$ cat src/rtl/lbm_pkg.sv
// Package for the CPU load-balance migrator.
// Holds the shared timestamp type and the fixed constants of the block.
// Depends on nothing.
package lbm_pkg;

	// 64-bit timestamps, busy times and thread times.
	typedef logic [63:0] stamp_t;

	// Number of CPUs tracked by the block.
	localparam int NUM_CPUS = 8;

	// Command codes of the input transaction.
	localparam logic CMD_CHARGE = 1'b0;
	localparam logic CMD_AWARD  = 1'b1;

	// Reset value of the activation window register.
	localparam logic [31:0] WINDOW_RESET = 32'd200000;

	// Width used to widen CPU indexes and picks before compares and part-selects.
	localparam int IDX_EXT_W = 8;

endpackage

$ cat src/rtl/cpu_load_balance_migrator_top.sv
// CPU load-balance migrator: the top level and its only module.
// Depends on lbm_pkg for the timestamp type and constants.
//
// A charge passes S_RD, S_DELTA, S_BUSY, S_TT, S_WIN and S_WCMP, then, when the window
// has elapsed, the scan that reads one busy-time entry per cycle, then S_OUT; an award
// passes S_AW0 to S_AW3 and S_OUT; a no-op event goes straight to S_OUT. One transaction
// is in progress at a time; the next can be taken as the result appears, later while
// an earlier result is still stalled. All wide sums run through one shared 64-bit adder.
// Reset: arst_n clears all busy times and dispatch stamps (per-entry valid bits),
// the window start and both picks, and loads the activation window with 200000.
module cpu_load_balance_migrator_top (
	input  logic                                       clk,
	input  logic                                       arst_n,
	// Configuration write channel.
	input  logic                                       cfg_valid,
	output logic                                       cfg_ready,
	input  logic [31:0]                                cfg_data,
	// Input channel.
	input  logic                                       in_valid,
	output logic                                       in_stall,
	input  logic                                       cmd,
	input  logic                                       is_end,
	input  logic [2:0]                                 cpu_index,
	input  lbm_pkg::stamp_t                            now_stamp,
	input  lbm_pkg::stamp_t                            thread_time_in,
	// Output channel.
	output logic                                       out_valid,
	input  logic                                       out_stall,
	output logic                                       decision,
	output lbm_pkg::stamp_t                            thread_time_out,
	output logic [2:0]                                 migrate_target,
	output logic [$clog2(lbm_pkg::NUM_CPUS + 1) - 1:0] least_cpu_out,
	output logic [$clog2(lbm_pkg::NUM_CPUS + 1) - 1:0] most_cpu_out
);

	import lbm_pkg::*;

	localparam int CIDX_W = $clog2(NUM_CPUS);
	localparam int PICK_W = $clog2(NUM_CPUS + 1);
	localparam logic [PICK_W-1:0] PICK_NONE = PICK_W'(NUM_CPUS);
	localparam logic [IDX_EXT_W-1:0] NUM_EXT = IDX_EXT_W'(NUM_CPUS);

	// Sequencer state codes.
	localparam logic [3:0] S_IDLE  = 4'd0;
	localparam logic [3:0] S_RD    = 4'd1;
	localparam logic [3:0] S_DELTA = 4'd2;
	localparam logic [3:0] S_BUSY  = 4'd3;
	localparam logic [3:0] S_TT    = 4'd4;
	localparam logic [3:0] S_WIN   = 4'd5;
	localparam logic [3:0] S_WCMP  = 4'd6;
	localparam logic [3:0] S_SCAN  = 4'd7;
	localparam logic [3:0] S_AW0   = 4'd8;
	localparam logic [3:0] S_AW1   = 4'd9;
	localparam logic [3:0] S_AW2   = 4'd10;
	localparam logic [3:0] S_AW3   = 4'd11;
	localparam logic [3:0] S_OUT   = 4'd12;

	logic [3:0]            state_q;

	// Captured input transaction.
	logic [2:0]            cpu_q;
	stamp_t                now_q;
	stamp_t                tt_q;

	// Block state.
	logic [31:0]           window_q;
	stamp_t                ws_q;
	logic [PICK_W-1:0]     least_pick_q;
	logic [PICK_W-1:0]     most_pick_q;

	// Working registers.
	stamp_t                delta_q;
	stamp_t                diff_q;
	stamp_t                bhi_q;
	stamp_t                sum_q;
	logic                  ok_q;
	logic                  res_dec_q;
	logic [PICK_W-1:0]     res_tgt_q;

	// Scan registers.
	logic [PICK_W-1:0]     scan_idx_q;
	logic                  pend_s1;
	logic [PICK_W-1:0]     idx_s1;
	stamp_t                min_q;
	stamp_t                max_q;
	logic [PICK_W-1:0]     lo_q;
	logic [PICK_W-1:0]     hi_q;

	// Output registers.
	logic                  out_valid_q;
	logic                  decision_q;
	stamp_t                tt_out_q;
	logic [2:0]            target_q;
	logic [PICK_W-1:0]     least_out_q;
	logic [PICK_W-1:0]     most_out_q;

	// Busy-time and dispatch-stamp memories with per-entry valid bits.
	stamp_t                busy_mem [NUM_CPUS];
	stamp_t                disp_mem [NUM_CPUS];
	logic [NUM_CPUS-1:0]   busy_vld_q;
	logic [NUM_CPUS-1:0]   disp_vld_q;
	stamp_t                busy_rd_q;
	stamp_t                disp_rd_q;

	logic [IDX_EXT_W-1:0]  cpu_in_ext;
	logic [IDX_EXT_W-1:0]  cpu_ext;
	logic [IDX_EXT_W-1:0]  rd_idx;
	logic [CIDX_W-1:0]     rd_addr;
	logic [CIDX_W-1:0]     cpu_addr;
	logic                  rd_ok;
	logic                  accept;
	logic                  scan_issue;
	logic                  out_free;
	logic                  mig;

	// Shared 64-bit adder/subtractor.
	stamp_t                alu_a;
	stamp_t                alu_b;
	logic                  alu_sub;
	logic [64:0]           alu_sum;
	logic                  alu_carry;
	stamp_t                alu_res;

	assign accept     = in_valid && !in_stall;
	assign in_stall   = (state_q != S_IDLE);
	assign cfg_ready  = 1'b1;
	assign out_free   = !out_valid_q || !out_stall;
	assign cpu_in_ext = IDX_EXT_W'(cpu_index);
	assign cpu_ext    = IDX_EXT_W'(cpu_q);
	assign cpu_addr   = cpu_ext[CIDX_W-1:0];
	assign scan_issue = (scan_idx_q < PICK_NONE);

	// Read address selection for the busy-time memory.
	always_comb begin
		case (state_q)
			S_RD:    rd_idx = cpu_ext;
			S_AW0:   rd_idx = IDX_EXT_W'(most_pick_q);
			S_AW1:   rd_idx = IDX_EXT_W'(least_pick_q);
			S_SCAN:  rd_idx = IDX_EXT_W'(scan_idx_q);
			default: rd_idx = cpu_ext;
		endcase
	end
	assign rd_addr = rd_idx[CIDX_W-1:0];
	assign rd_ok   = (rd_idx < NUM_EXT);

	// Operand selection for the shared adder.
	always_comb begin
		alu_a   = now_q;
		alu_b   = delta_q;
		alu_sub = 1'b0;
		case (state_q)
			S_DELTA: begin
				alu_a   = now_q;
				alu_b   = disp_rd_q;
				alu_sub = 1'b1;
			end
			S_BUSY: begin
				alu_a = busy_rd_q;
				alu_b = delta_q;
			end
			S_TT: begin
				alu_a = tt_q;
				alu_b = delta_q;
			end
			S_WIN: begin
				alu_a   = now_q;
				alu_b   = ws_q;
				alu_sub = 1'b1;
			end
			S_WCMP: begin
				alu_a   = diff_q;
				alu_b   = {32'd0, window_q};
				alu_sub = 1'b1;
			end
			S_AW2: begin
				alu_a = busy_rd_q;
				alu_b = tt_q;
			end
			S_AW3: begin
				alu_a   = bhi_q;
				alu_b   = sum_q;
				alu_sub = 1'b1;
			end
			default: begin
				alu_a   = now_q;
				alu_b   = delta_q;
				alu_sub = 1'b0;
			end
		endcase
	end
	assign alu_sum   = {1'b0, alu_a} + {1'b0, alu_b ^ {64{alu_sub}}} + {64'd0, alu_sub};
	assign alu_carry = alu_sum[64];
	assign alu_res   = alu_sum[63:0];

	// Migration is proposed when the picks are valid and distinct, the event CPU is
	// the most-used one and its busy time covers the least-used time plus the thread.
	assign mig = ok_q && alu_carry;

	// Memory writes and registered reads.
	always_ff @(posedge clk) begin
		if (state_q == S_BUSY) begin
			busy_mem[cpu_addr] <= alu_res;
		end
		if (state_q == S_AW0) begin
			disp_mem[cpu_addr] <= now_q;
		end
		busy_rd_q <= (rd_ok && busy_vld_q[rd_addr]) ? busy_mem[rd_addr] : '0;
		disp_rd_q <= disp_vld_q[cpu_addr] ? disp_mem[cpu_addr] : '0;
	end

	// Valid bits of the two memories.
	always_ff @(posedge clk or negedge arst_n) begin
		if (!arst_n) begin
			busy_vld_q <= '0;
			disp_vld_q <= '0;
		end else begin
			if (state_q == S_BUSY) begin
				busy_vld_q[cpu_addr] <= 1'b1;
			end
			if (state_q == S_AW0) begin
				disp_vld_q[cpu_addr] <= 1'b1;
			end
		end
	end

	// Configuration register.
	always_ff @(posedge clk or negedge arst_n) begin
		if (!arst_n) begin
			window_q <= WINDOW_RESET;
		end else if (cfg_valid && cfg_ready) begin
			window_q <= cfg_data;
		end
	end

	// Working and payload registers of the sequencer.
	always_ff @(posedge clk) begin
		if (accept) begin
			cpu_q <= cpu_index;
			now_q <= now_stamp;
			tt_q  <= thread_time_in;
		end
		case (state_q)
			S_DELTA: delta_q <= alu_res;
			S_TT:    tt_q    <= alu_res;
			S_WIN:   diff_q  <= alu_res;
			S_AW0: begin
				ok_q <= (least_pick_q < PICK_NONE) && (most_pick_q < PICK_NONE) &&
					(IDX_EXT_W'(most_pick_q) == cpu_ext) && (least_pick_q != most_pick_q);
			end
			S_AW1:   bhi_q   <= busy_rd_q;
			S_AW2:   sum_q   <= alu_res;
			default: begin
			end
		endcase
		// Scan over the busy times: one entry read per cycle, compared once its registered read returns.
		if (state_q == S_WCMP) begin
			scan_idx_q <= '0;
			min_q      <= '1;
			max_q      <= '0;
			lo_q       <= PICK_NONE;
			hi_q       <= PICK_NONE;
		end else if (state_q == S_SCAN) begin
			scan_idx_q <= scan_idx_q + PICK_W'(1);
			idx_s1     <= scan_idx_q;
			if (pend_s1) begin
				if (busy_rd_q < min_q) begin
					min_q <= busy_rd_q;
					lo_q  <= idx_s1;
				end
				if (busy_rd_q > max_q) begin
					max_q <= busy_rd_q;
					hi_q  <= idx_s1;
				end
			end
		end
		if (state_q == S_OUT && out_free) begin
			decision_q  <= res_dec_q;
			tt_out_q    <= tt_q;
			target_q    <= 3'(IDX_EXT_W'(res_tgt_q));
			least_out_q <= least_pick_q;
			most_out_q  <= most_pick_q;
		end
	end

	// Sequencer and control state.
	always_ff @(posedge clk or negedge arst_n) begin
		if (!arst_n) begin
			state_q      <= S_IDLE;
			ws_q         <= '0;
			least_pick_q <= '0;
			most_pick_q  <= '0;
			res_dec_q    <= 1'b0;
			res_tgt_q    <= '0;
			pend_s1      <= 1'b0;
			out_valid_q  <= 1'b0;
		end else begin
			// The result register fills in S_OUT and empties once the receiver takes it.
			if (state_q == S_OUT && out_free) begin
				out_valid_q <= 1'b1;
			end else if (out_valid_q && !out_stall) begin
				out_valid_q <= 1'b0;
			end
			case (state_q)
				S_IDLE: begin
					if (accept) begin
						res_dec_q <= 1'b0;
						res_tgt_q <= '0;
						if (!is_end || (cpu_in_ext >= NUM_EXT)) begin
							state_q <= S_OUT;
						end else if (cmd == CMD_AWARD) begin
							state_q <= S_AW0;
						end else begin
							state_q <= S_RD;
						end
					end
				end
				S_RD:    state_q <= S_DELTA;
				S_DELTA: state_q <= S_BUSY;
				S_BUSY: begin
					if (ws_q == '0) begin
						ws_q <= now_q;
					end
					state_q <= S_TT;
				end
				S_TT: begin
					res_dec_q <= 1'b1;
					state_q   <= S_WIN;
				end
				S_WIN:   state_q <= S_WCMP;
				S_WCMP: begin
					pend_s1 <= 1'b0;
					if (alu_carry) begin
						state_q <= S_SCAN;
					end else begin
						least_pick_q <= PICK_NONE;
						most_pick_q  <= PICK_NONE;
						state_q      <= S_OUT;
					end
				end
				S_SCAN: begin
					pend_s1 <= scan_issue;
					if (!scan_issue && !pend_s1) begin
						least_pick_q <= lo_q;
						most_pick_q  <= hi_q;
						state_q      <= S_OUT;
					end
				end
				S_AW0:   state_q <= S_AW1;
				S_AW1:   state_q <= S_AW2;
				S_AW2:   state_q <= S_AW3;
				S_AW3: begin
					if (mig) begin
						ws_q         <= '0;
						least_pick_q <= PICK_NONE;
						most_pick_q  <= PICK_NONE;
						res_dec_q    <= 1'b1;
						res_tgt_q    <= least_pick_q;
					end
					state_q <= S_OUT;
				end
				S_OUT: begin
					if (out_free) begin
						state_q <= S_IDLE;
					end
				end
				default: state_q <= S_IDLE;
			endcase
		end
	end

	assign out_valid       = out_valid_q;
	assign decision        = decision_q;
	assign thread_time_out = tt_out_q;
	assign migrate_target  = target_q;
	assign least_cpu_out   = least_out_q;
	assign most_cpu_out    = most_out_q;

	// An accepted transaction always moves the sequencer out of idle.
	a_accept_busy: assert property (@(posedge clk) disable iff (!arst_n)
		accept |=> (state_q != S_IDLE))
		else $error("accepted transaction left the sequencer idle");

	// A proposed migration closes the window and clears both picks.
	a_mig_clears: assert property (@(posedge clk) disable iff (!arst_n)
		(state_q == S_AW3 && mig) |=> (ws_q == '0 && least_pick_q == PICK_NONE &&
			most_pick_q == PICK_NONE))
		else $error("migration did not clear window and picks");

	// A nonzero migration target only comes with a positive decision.
	a_target_dec: assert property (@(posedge clk) disable iff (!arst_n)
		out_valid_q |-> (decision_q || target_q == 3'd0))
		else $error("migration target without decision");

	// Picks never exceed the none code while the sequencer is in S_OUT.
	a_pick_range: assert property (@(posedge clk) disable iff (!arst_n)
		(state_q == S_OUT) |-> (least_pick_q <= PICK_NONE && most_pick_q <= PICK_NONE))
		else $error("pick out of range");

endmodule
$ cat config.mk
export PLATFORM = sky130hd
export DESIGN_NAME = cpu_load_balance_migrator_top
export DESIGN_NICKNAME = d
export VERILOG_FILES = /design/src/rtl/lbm_pkg.sv /design/src/rtl/cpu_load_balance_migrator_top.sv
export SDC_FILE = /design/constraint.sdc
export NUM_CORES = 2
export LEC_CHECK = 0
export ABC_CLOCK_PERIOD_IN_PS = 19100
export BUFFER_PORTS_ARGS = -buffer_cell sky130_fd_sc_hd__buf_2
export CAP_MARGIN = 20
export CORE_ASPECT_RATIO = 0.7
export CORE_UTILIZATION = 35
export CTS_CLUSTER_DIAMETER = 150
export DETAILED_ROUTE_END_ITERATION = 8
export PLACE_DENSITY = 0.5
export SETUP_SLACK_MARGIN = 0.2
export SYNTH_ARGS = -nofsm -noshare
export SYNTH_HDL_FRONTEND = slang
export SYNTH_SLANG_ARGS = --single-unit
$ cat constraint.sdc
create_clock -name clk -period 19.1 [get_ports clk]
set_clock_uncertainty 0.05 [all_clocks]
set_input_delay 0 -clock clk [delete_from_list [all_inputs] [get_ports clk]]
set_output_delay 0 -clock clk [all_outputs]
set_load 0.02 [all_outputs]
==> results.py <==
metrics = {
    "drt": {
        "routedWlPerCell_um": 27.8,
        "vias_per_cell": 5.68,
        "drc_errors": 0,
        "num_vias": 55330,
        "finalWirelength_um": 270000,
        "ant_nets": 0,
        "drtPass1Iterations": 7,
        "drt_iter0_drc": 6143,
    },
    "setup_path": {
        "cp_max_fo": 68,
        "crit_required_ns": 19.51,
        "r2r_slack_ns": 10.53,
        "cpMaxStageDelayCell": "a2111oi_0",
        "slowest_delay_ns": 1.15,
        "path_class": "reg2reg",
        "path_common_cell": "nor2_1",
        "start_kind": "flop",
        "cp_cell_sequence": "nand2b_1 > o2bb2ai_1 > a21oi_4 > buf_4 > nand2_1 > inv_4 > buf_12 > a221o_1 > ha_1 > nand4_1 > a2111oi_0 > nor2_1 > a311o_1 > a211oi_1 > nor2_1 > xnor2_1",
        "worstPathArrival_ns": 8.98,
        "critPathCaptureType": "flop",
    },
    "timing": {
        "setup_violations": 0,
        "fmaxAchievable_mhz": 117,
        "finalHoldViolations": 0,
        "slew_viol_final": 0,
        "worst_pin_slew_ns": 1.25,
        "timing.slew.headroom_pct": 14.8,
        "rsz0062_at_grt": "no",
        "fin_setup_tns_ns": 0,
        "layout_min_cycle_time_ns": 8.57,
        "finalCritPeriodShare_pct": 44.9,
    },
    "worst_hold_path": {
        "hold_path_class": "in2reg",
    },
    "clocking": {
        "postCtsResizedCells": 0,
        "path_clk_slew_ns": 0.06,
        "numCtsBuffers": 196,
        "tritoncts": "yes",
        "clkLatencyLatePin_ns": 0.87,
        "clockBufferDepth": 4,
        "cts_root_buffer": "clkbuf_16",
        "htreeDepth": 4,
        "cts.sinks": 1890,
    },
    "grt": {
        "grt_pass1_vias": 52819,
        "grt_antenna_before_repair": 13,
        "grt_pass1_wl_um": 387000,
        "overflow": 0,
        "track_usage_pct": 23.4,
        "grt_max_degree": 138,
    },
    "logic_synthesis": {
        "synth_seq_cells": 1890,
        "syn_nets": 6414,
        "yosys-top-cells-area": "edfxtp_1, dfxtp_1, nand2_1",
        "synth_seq_area_share_pct": 67.9,
        "avgSynthCellArea_um2": 13.0,
        "synth_top_area_cell": "edfxtp_1",
        "synth_cell_type_count": 88,
        "synth_top_area_share_pct": 56.9,
        "synth-main-ff-cell": "edfxtp_1",
        "postSynthCellCount": 6051,
        "synth_area_um2": 78700,
        "async_flop_share_pct": 6.88,
        "yosysWarnings": 0,
        "synth_edf_count": 1492,
    },
    "cells_and_area": {
        "reg_top3": "busy_mem (512), disp_mem (512)",
        "drive_above_1_share_pct": 13.0,
        "synthToLayoutAreaGrowth_pct": 18.9,
        "nets": 6930,
    },
    "die": {
        "io_pins": 249,
        "dieArea_um2": 227000,
        "start_util_pct": 35.2,
        "die_h_um": 399,
        "num_rows": 145,
        "die_w_um": 569,
        "core_area_um2": 223000,
    },
    "job": {
        "max_cap_violations": 0,
    },
    "outcome": {
        "status": "finished, final reports clean",
    },
    "placed_design": {
        "gp_congestion": 0.951,
        "port_buffers": 247,
        "hpwl_um": 169000,
    },
}
per-stage QoR:
stage                     cells  cell area [um^2]  util (%)  hold WS [ns]  setup slack (ns)
after floorplan            6051             78700         -        -0.346             12.01
after global placement     9025             83600      37.4        0.0146             11.07
after detailed placement   9029             83700      37.5        0.0230             10.97
after CTS                  9731             93500      41.9       0.00375             10.84
after global routing       9739             93600      41.9        0.0357             10.30
final                      9741             93600      41.9        0.0366             10.53
per-layer routing:
layer  global-route usage [%]  up-vias  share of wire (%)
met5                        0        -                  0
met4                     6.37        0                2.7
met3                     3.66      333                7.4
met2                     36.0     2254                 44
met1                     34.3    28180                 45
li1                         -    24563                  -
synth_stat cells, types with 46 or more instances:
library cell and count:
mux2_2 68, edfxtp_1 1492, o21ai_0 85, ha_1 192
nand3_1 236, buf_1 46, nor3_1 93, a31oi_1 257
a22oi_1 209, inv_1 173, nand2_1 834, a21oi_1 136
a21o_1 78, clkbuf_1 362, dfxtp_1 268, a222oi_1 69
o211ai_1 91, a22o_1 148, a221oi_1 72, a311oi_1 66
nand4_1 135, and3_1 81, o32a_1 63, nor2_1 231
dfrtp_1 124
area by class of cell:
type / instances / area, um^2
fill: 20652 / 130000
sequential: 1890 / 53400
multi-input combinational: 3561 / 23400
timing repair buffer: 745 / 5950
clock buffer: 268 / 5460
tap: 3013 / 3770
clock inverter: 89 / 911
inverter: 173 / 653
antenna: 2 / 5.00
final timing paths:
| check | cells past startpoint | startpoint | to |
|---|---|---|---|
| worst min register to register | 2 | lo_q[0] | least_pick_q[0] |
| min in group asynchronous | 3 | arst_n | window_q[11] |
| worst min-delay path | 3 | thread_time_in[41] | tt_q[41] |
| max in group asynchronous | 4 | arst_n | least_pick_q[0] |
| worst max-delay path | 16 | state_q[3] | busy_mem[5][54] |
| worst max register to register | 16 | state_q[3] | busy_mem[5][54] |
cells in the final DEF (no fill, tap or decap), types with 66 or more instances in the layout:
master         count
and3_1            73
a22oi_1          209
nand3_1          236
ha_1             192
a21o_1            78
a222oi_1          69
o21ai_0           85
a311oi_1          66
dfrtp_1          124
nand4_1          135
inv_1            171
clkbuf_16        199
nor3_1            87
nand2_1          831
nor2_1           222
buf_2            247
o211ai_1          91
mux2_2            68
buf_4            145
a221oi_1          71
a21oi_1          133
a22o_1           148
a31oi_1          257
dlygate4sd3_1    344
edfxtp_1        1492
dfxtp_1          268
kinds of logic (layout without fill, tap and decap cells):
| group | count (synthesis) | after routing | share of synthesized area (%) |
|---|---|---|---|
| DFF | 1890 | 1890 | 67.9 |
| and+or+nand+nor | 1739 | 1739 | 10.0 |
| AOI/OAI and AO/OA | 1472 | 1472 | 14.1 |
| buffers and inverters | 600 | 1275 | 2.91 |
| adders and majority gates | 193 | 193 | 3.08 |
| muxes | 91 | 91 | 1.29 |
| xor gates and xnor gates | 65 | 65 | 0.723 |
| other | 1 | 3 | 0.00476 |
timing repair:
action	in CTS	in global routing
hold buffers	345	0
buffers inserted	0	0
hold endpoints to repair	317	0
critical path, delay by kind of cell (launching register included):
kind | cells | cell delay, ns
compound gates | 6 | 2.99
xor+xnor | 1 | 0.87
fa+ha+maj | 1 | 0.26
buf+inv | 3 | 1.40
flops | 1 | 0.84
simple gates | 5 | 1.63
Power is left out: the tool's default activity adds up to more than one toggle a clock period on the data nets, which glitch-free logic cannot reach.
